**config.mk**
```make
export PLATFORM = sky130hd
export DESIGN_NAME = sle_cell
export DESIGN_NICKNAME = d
export VERILOG_FILES = /design/src/rtl/sle_pkg.sv /design/src/rtl/sle_cell.sv
export SDC_FILE = /design/constraint.sdc
export NUM_CORES = 1
export LEC_CHECK = 0
export BUFFER_PORTS_ARGS = -buffer_cell sky130_fd_sc_hd__buf_2
export CAP_MARGIN = 30
export CORE_MARGIN = 4
export CORE_UTILIZATION = 35
export DETAILED_ROUTE_END_ITERATION = 6
export PLACE_DENSITY = 0.69
export RECOVER_POWER = 25
export SLEW_MARGIN = 20
export SYNTH_ARGS = -nofsm -noshare
export SYNTH_HDL_FRONTEND = slang
export SYNTH_SLANG_ARGS = --single-unit
```
**constraint.sdc**
```tcl
create_clock -name clock -period 6.65 [get_ports clock]
set_input_delay 0 -clock clock [delete_from_list [all_inputs] [get_ports clock]]
set_output_delay 0 -clock clock [all_outputs]
set_load 0.02 [all_outputs]
```
**src/rtl/sle_pkg.sv**
```systemverilog
// sle_pkg: operation codes, status codes and shared types for the list engine.
// Used by sle_cell and sequential_list_engine_top; no dependencies.
`timescale 1ns / 1ps
`default_nettype none

package sle_pkg;

   typedef enum logic [3:0] {
      FN_INSERT     = 4'd0,
      FN_REMOVE     = 4'd1,
      FN_READ       = 4'd2,
      FN_FIND_NAME  = 4'd3,
      FN_FIND_VALUE = 4'd4,
      FN_FIND_BOTH  = 4'd5,
      FN_REVERSE    = 4'd6,
      FN_CLEAR      = 4'd7,
      FN_PUSH       = 4'd8,
      FN_POP        = 4'd9
   } func_type;

   typedef enum logic [1:0] {
      ST_OK       = 2'd0,
      ST_BADPOS   = 2'd1,
      ST_FULL     = 2'd2,
      ST_NOTFOUND = 2'd3
   } status_type;

   // what every cell does in the cycle of an accepted beat
   typedef enum logic [1:0] {
      CELL_HOLD   = 2'd0,
      CELL_INSERT = 2'd1,
      CELL_REMOVE = 2'd2
   } cell_op_type;

   // broadcast to all cells: data to load and the search key
   typedef struct packed {
      logic [31:0]        name;
      logic signed [31:0] value;
      logic               use_name;
      logic               use_value;
   } key_type;

endpackage

`default_nettype wire

```
**src/rtl/sle_cell.sv**
```systemverilog
// sle_cell: one list entry (name tag and value) with its shift and compare logic.
// Depends on sle_pkg; neighbors are wired up in sequential_list_engine_top.
`timescale 1ns / 1ps
`default_nettype none

module sle_cell #(
   parameter int unsigned IW  = 4,
   parameter int unsigned CW  = 5,
   parameter int unsigned IDX = 0
) (
   input  wire                       clock,
   input  sle_pkg::cell_op_type      op,
   input  wire  [IW-1:0]             k,
   input  wire  [CW-1:0]             count,
   input  sle_pkg::key_type          key,
   input  wire  [31:0]               left_name,
   input  wire  signed [31:0]        left_value,
   input  wire  [31:0]               right_name,
   input  wire  signed [31:0]        right_value,
   output logic [31:0]               name_out,
   output logic signed [31:0]        value_out,
   output logic                      match
);

   localparam logic [IW-1:0] MyIdx = IW'(IDX);
   localparam logic [CW-1:0] MyPos = CW'(IDX);

   logic [31:0]        name_ff;
   logic [31:0]        name_in;
   logic signed [31:0] value_ff;
   logic signed [31:0] value_in;

   always_comb begin
      name_in  = name_ff;
      value_in = value_ff;
      case (op)
         sle_pkg::CELL_INSERT: begin
            if (MyIdx == k) begin
               name_in  = key.name;
               value_in = key.value;
            end else if (MyIdx > k) begin
               name_in  = left_name;
               value_in = left_value;
            end
         end
         sle_pkg::CELL_REMOVE: begin
            if (MyIdx >= k) begin
               name_in  = right_name;
               value_in = right_value;
            end
         end
         default: begin
         end
      endcase
   end

   always_ff @(posedge clock) begin
      name_ff  <= name_in;
      value_ff <= value_in;
   end

   assign name_out  = name_ff;
   assign value_out = value_ff;
   assign match     = (MyPos < count)
                    && (!key.use_name  || (name_ff  == key.name))
                    && (!key.use_value || (value_ff == key.value));

endmodule

`default_nettype wire
```
==> flow_metrics.py, run 1 <==
metrics = {
    "run_status": {
        "status": "complete, no violations",
    },
    "clocking": {
        "cts_tree": "done",
        "clkTransAtPathRegs_ns": 0.06,
        "clock_sinks": 64,
        "cts_buffer_depth": 2,
        "cts_setup_buffers": 0,
        "cts-htree-levels": 3,
        "cts_resized": 0,
        "clock-root-buffer": "clkbuf_16",
        "cts_buffers": 9,
    },
    "synth": {
        "yosys-top-cells-count": "o21ai_1 (65), edfxtp_1 (64), mux2i_1 (64), nand2_1 (64), xor2_1 (64)",
        "yosys.area.top_type_share_pct": 47.4,
        "synth_edf_count": 64,
        "seq_area_frac_synth_pct": 47.4,
        "synth_flop_cell": "edfxtp_1",
        "synth-async-reset-ratio_pct": 0,
        "synth-seq-cells": 64,
        "synth_area_leader_cell": "edfxtp_1",
        "yosysUniqueCellTypes": 18,
        "postSynthAreaPerCell_um2": 11.0,
        "post-synth-top-count-cell": "o21ai_1",
        "yosys-top-cells-area": "edfxtp_1 (47%), mux2i_1 (16%), xor2_1 (14%)",
        "ys.warnings.count": 0,
        "synthesis.nets": 575,
        "synthCells": 369,
        "synth.cell_area_um2": 4050,
    },
    "floorplan": {
        "ios": 271,
        "num_rows": 39,
        "die_h_um": 116,
        "initial_core_util_pct": 35.6,
        "dieArea_um2": 13400,
        "coreArea_um2": 11400,
        "die_w_um": 116,
    },
    "worst_setup_path": {
        "start_kind": "register",
        "end_kind": "primary output",
        "worstPathArrival_ns": 2.36,
        "worstPathRequired_ns": 6.65,
        "worst-setup-path-type": "register to primary output",
        "crit_fanout": 2,
        "startpoint": "value_out[27]",
    },
    "final_layout": {
        "nets": 903,
        "drive_gt1_share_pct": 34.9,
        "area_growth_pct": 56.3,
        "fin_cells": 846,
    },
    "timing": {
        "holdWs_ns": 0.0176,
        "setup_viol": 0,
        "finalWorstSetupSlack_ns": 4.29,
        "hold_violations": 0,
        "timing.final.crit_share_pct": 35.4,
        "fin_setup_tns_ns": 0,
        "tightest_slew_ns": 0.892,
        "rsz0062_at_grt": "no",
        "maxSlewHeadroom_pct": 40.5,
        "min_period_ns": 2.36,
        "max_freq_mhz": 425,
        "drv_slew": 0,
    },
    "global_route": {
        "grt_util_all_layers_pct": 19.2,
        "grt_pass1_wl_mm": 19.8,
        "grt_max_degree": 70,
        "antenna_found_initial": 0,
        "grt_pass1_vias": 4082,
        "grt_overflow_total": 0,
    },
    "min_path": {
        "hp-class": "input port to register",
        "min_from": "left_name[19]",
    },
    "routing": {
        "vias": 4023,
        "ant_nets": 0,
        "routedWlPerCell_um": 16.0,
        "drt_iter0_markers": 152,
        "post_drt_via_cell_ratio": 4.76,
        "drc_errors": 0,
        "drt_pass1_iterations": 7,
        "drt_wl_total_mm": 13.5,
    },
    "power_and_ir_drop": {
        "p_switching_uw": 275,
        "ir_worst_vdd_mv": 0.128,
        "p_int_uw": 858,
        "combPwrFrac_pct": 18.3,
        "pwr-share-clk_pct": 40.8,
        "p_leak_uw": 0.00253,
        "p_per_area_nw_per_um2": 179,
        "p_seq_share_pct": 40.9,
        "swShare_pct": 24.3,
        "power.total_uw": 1130,
    },
    "placement": {
        "place.gp.congestion": 0.876,
        "post-place-ws_ns": 4.49,
        "detailed_place_hpwl_mm": 10.3,
        "io_buffers": 270,
        "dp_cells": 765,
    },
    "flow_run": {
        "maxCapViolCount": 0,
    },
}
layer usage:
layer  up-vias  wire (µm)  track usage (%)  part of all wire, %
met2       196       6690             34.5                   50
met1      1814       5190             22.1                   38
met5         -          0                0                    0
met4         0        191             6.81                  1.4
met3        17       1430             5.01                   11
li1       1996          -                -                    -
state kept, by name, summed over array words and instances, names as in the netlist:
register / count
name_out: 32
value_out: 32
worst max-delay path, cell delays in order (launching register included):
cell	delay, ns
edfxtp_1	0.41
xor2_1	0.16
nor4_1	0.40
nand4_1	0.19
o21ai_0	0.49
o211a_1	0.23
buf_2	0.16
repair_timing:
action                                  in CTS  in global routing
endpoints found under the hold margin       64                  0
endpoints found under the setup margin       0                  0
hold buffers                                64                  0
final timing paths:
check           end  slack, ns  cells past startpoint
max           match       4.29                      6
min    name_out[19]       0.02                      3
power by group through the flow:
stage / Combinational [µW] / Sequential (µW) / Clock, µW
after floorplan: 78.4 / 481 / 0
after global placement: 176 / 471 / 0
after detailed placement: 180 / 471 / 0
after CTS: 209 / 463 / 476
after global routing: 228 / 464 / 491
final: 207 / 464 / 463
cell families after synthesis:
logic type | count (synthesis) | share of synthesized area, %
AND/OR/NAND/NOR | 88 | 10.0
AO/OA/AOI/OAI | 68 | 8.58
XOR/XNOR | 64 | 13.8
multiplexers | 64 | 15.8
flip-flops | 64 | 47.4
buffers and inverters | 21 | 4.32
layout make-up:
type,count,area [µm²]
timing repair buffer,338,1960
clock buffer,9,225
multi-input combinational,284,1970
clock inverter,7,72.6
sequential,64,1920
antenna,1,2.50
fill,1005,5040
tap,143,179
through the flow:
stage	area (µm²)	utilization, %
3_5_place_dp	5450	48.0
2_1_floorplan	4050	-
6_report	6330	55.7
3_3_place_gp	5450	48.0
4_1_cts	6390	56.2
5_1_grt	6330	55.7
cell usage in the layout (no fill, tap or decap):
cell type,netlist,layout
o21ai_0,1,1
nor2b_4,0,1
edfxtp_1,64,64
clkinvlp_4,0,2
buf_2,3,222
clkinv_4,0,2
clkinv_2,0,2
nor4_4,1,1
mux2i_1,64,64
o211a_1,1,1
clkbuf_16,0,9
nand2_1,64,64
o21ai_1,65,65
dlygate4sd3_1,0,64
xor2_1,64,64
or4_1,1,1
nand4_1,4,4
bufinv_16,0,1
diode_2,0,1
nor4_1,16,16
nor2b_1,2,1
clkbuf_1,11,48
buf_4,1,4
o21a_4,0,1
Note: power is estimated with default switching activity, not from simulation.
==> inputs of run 2 (changes only) <==
--- a/config.mk
+++ b/config.mk
@@ -5,12 +5,13 @@
 export SDC_FILE = /design/constraint.sdc
 export NUM_CORES = 1
 export LEC_CHECK = 0
+export ABC_AREA = 1
 export BUFFER_PORTS_ARGS = -buffer_cell sky130_fd_sc_hd__buf_2
 export CAP_MARGIN = 30
 export CORE_MARGIN = 4
 export CORE_UTILIZATION = 35
 export DETAILED_ROUTE_END_ITERATION = 6
-export PLACE_DENSITY = 0.69
+export PLACE_DENSITY = 0.68
 export RECOVER_POWER = 25
 export SLEW_MARGIN = 20
 export SYNTH_ARGS = -nofsm -noshare
==> constraint.sdc (replaced) <==
create_clock -name clock -period 2.4 [get_ports clock]
set_input_delay 0 -clock clock [delete_from_list [all_inputs] [get_ports clock]]
set_output_delay 0 -clock clock [all_outputs]
set_load 0.02 [all_outputs]
==> run 2 against run 1 <==
Effect of this change:
- global-route usage is 0.41 points lower
- critical endpoint unchanged
- flip-flop and latch count stayed put
- largest cell class unchanged
- critical path depth is 4 higher
- die area is 7.3% higher
- setup slack worse by 3.8 ns
- final area is 4.4% lower
- synthesized area is 7.8% higher
- critical path type unchanged
- utilization is 5.7 points lower
- count of clock-buffer cells in the layout is 2 higher
- cell count is 22% higher
==> flow_metrics.py, run 2 <==
metrics = {
    "run_status": {
        "status": "complete, no violations",
    },
    "timing": {
        "timing.final.crit_share_pct": 78.0,
        "max_freq_mhz": 534,
        "hold_violations": 0,
        "fin_setup_tns_ns": 0,
        "maxSlewHeadroom_pct": 66.0,
        "drv_slew": 0,
        "min_period_ns": 1.87,
        "rsz0062_at_grt": "no",
        "setup_viol": 0,
        "tightest_slew_ns": 0.510,
    },
    "synth": {
        "seq_area_frac_synth_pct": 44.0,
        "synth_flop_cell": "edfxtp_1",
        "synth-async-reset-ratio_pct": 0,
        "synth.cell_area_um2": 4370,
        "yosys-top-cells-area": "edfxtp_1 (44%), nand2_1 (21%), nor2_1 (9.3%)",
        "synth-seq-cells": 64,
        "synthCells": 601,
        "ys.warnings.count": 0,
        "postSynthAreaPerCell_um2": 7.27,
        "synthesis.nets": 807,
        "synth_area_leader_cell": "edfxtp_1",
        "synth_edf_count": 64,
        "yosysUniqueCellTypes": 15,
        "yosys.area.top_type_share_pct": 44.0,
        "post-synth-top-count-cell": "nand2_1",
        "yosys-top-cells-count": "nand2_1 (243), nor2_1 (108), a31oi_1 (64), edfxtp_1 (64), inv_1 (56)",
    },
    "final_layout": {
        "final_common_cell": "nand2_1",
        "drive_gt1_share_pct": 28.3,
        "area_growth_pct": 38.5,
        "stdcell_area_um2": 6050,
        "nets": 1068,
        "final_cell_mix": "nand2_1 (242), buf_2 (222), nor2_1 (108), a31oi_1 (64), edfxtp_1 (64)",
        "diodes": 0,
    },
    "global_route": {
        "grt_util_all_layers_pct": 18.8,
        "grt_overflow_total": 0,
        "grt_pass1_vias": 4457,
        "grt_pass1_wl_mm": 21.6,
        "grt_max_degree": 60,
        "antenna_found_initial": 1,
    },
    "worst_setup_path": {
        "start_kind": "register",
        "crit_fanout": 3,
        "worstPathArrival_ns": 1.87,
        "worst-setup-path-type": "register to primary output",
        "end_kind": "primary output",
        "worstPathRequired_ns": 2.40,
    },
    "routing": {
        "drt_wl_total_mm": 14.0,
        "vias": 4718,
        "post_drt_via_cell_ratio": 4.56,
        "drt_pass1_iterations": 5,
        "drc_errors": 0,
        "routedWlPerCell_um": 13.6,
        "ant_nets": 0,
        "drt_iter0_markers": 220,
    },
    "clocking": {
        "cts_setup_buffers": 0,
        "cts_tree": "done",
        "clock_sinks": 64,
        "cts_resized": 0,
        "cts_buffers": 9,
        "cts-htree-levels": 3,
        "cts_buffer_depth": 2,
        "clkTransAtPathRegs_ns": 0.05,
        "ctsHoldBuffers": 0,
        "clock-root-buffer": "clkbuf_16",
    },
    "min_path": {
        "hp-class": "input port to register",
    },
    "floorplan": {
        "initial_core_util_pct": 36.1,
        "ios": 271,
        "die_w_um": 120,
        "dieArea_um2": 14300,
        "num_rows": 40,
        "die_h_um": 120,
        "coreArea_um2": 12100,
    },
    "power_and_ir_drop": {
        "ir_worst_vdd_mv": 0.209,
        "p_seq_share_pct": 42.3,
        "combPwrFrac_pct": 17.3,
        "p_int_uw": 2310,
        "swShare_pct": 24.1,
        "p_leak_uw": 0.00298,
        "pwr-share-clk_pct": 40.4,
        "p_switching_uw": 732,
        "p_per_area_nw_per_um2": 503,
    },
    "flow_run": {
        "maxCapViolCount": 0,
    },
    "placement": {
        "place_area_um2": 5830,
        "detailed_place_hpwl_mm": 11.2,
        "place.gp.congestion": 0.856,
        "io_buffers": 270,
    },
}
## run 2: metrics by stage
| step | instances | util, % | hold WS, ns | setup slack (ns) | power, µW |
|---|---|---|---|---|---|
| after CTS | 1035 | 50.5 | 0.0150 | 0.491 | 3100 |
| after floorplan | 601 | - | 0.163 | 0.342 | 1590 |
| final | 1035 | 50.0 | 0.0287 | 0.528 | 3040 |
| after detailed placement | 1019 | 48.2 | 0.347 | 0.845 | 1840 |
| after global routing | 1035 | 50.0 | 0.0228 | 0.315 | 3210 |
| after global placement | 1019 | 48.2 | 0.347 | 0.851 | 1830 |
## run 2: layout make-up
cell class,count,area (µm²)
fillers,1301,6060
multi-input cells,453,2060
flip-flops and latches,64,1920
repair buffers,277,1370
clock buffers,11,233
inverters,57,214
well taps,168,210
clock inverters,5,47.5
## run 2: path summary, 6_finish.rpt
check,end,startpoint,cells past startpoint
max,match,name_out[18],10
min,name_out[17],right_name[17],3
## run 2: logic make-up after synthesis
kind of cell,after synthesis,share of synthesized area (%)
AOI/OAI and AO/OA,65,9.28
xor gates and xnor gates,35,7.01
buffers and inverters,84,9.28
DFF,64,44.0
and+or+nand+nor,353,30.5
## run 2: power by group through the flow
stage	sequential (µW)	clock (µW)	combinational (µW)
after floorplan	1330	0	253
after global placement	1310	0	528
after detailed placement	1310	0	534
after CTS	1280	1280	536
after global routing	1290	1330	595
final	1290	1230	527
## run 2: routing by layer
layer	GRT usage, %	vias up	wire length (µm)
met1	21.2	2061	5660
met3	5.89	16	1190
met2	34.7	194	7000
met5	0	-	13
li1	-	2445	-
met4	4.15	2	182
## run 2: worst max-delay path, stage by stage, from the launching register on
cell and delay, ns:
edfxtp_1 0.41, nor2_1 0.11, nor2_1 0.05, nor2_1 0.10, nand2_1 0.06, nor2_1 0.20, nand2_1 0.08, nor2_1 0.15
nor2_1 0.07, nor2_1 0.15, buf_2 0.19
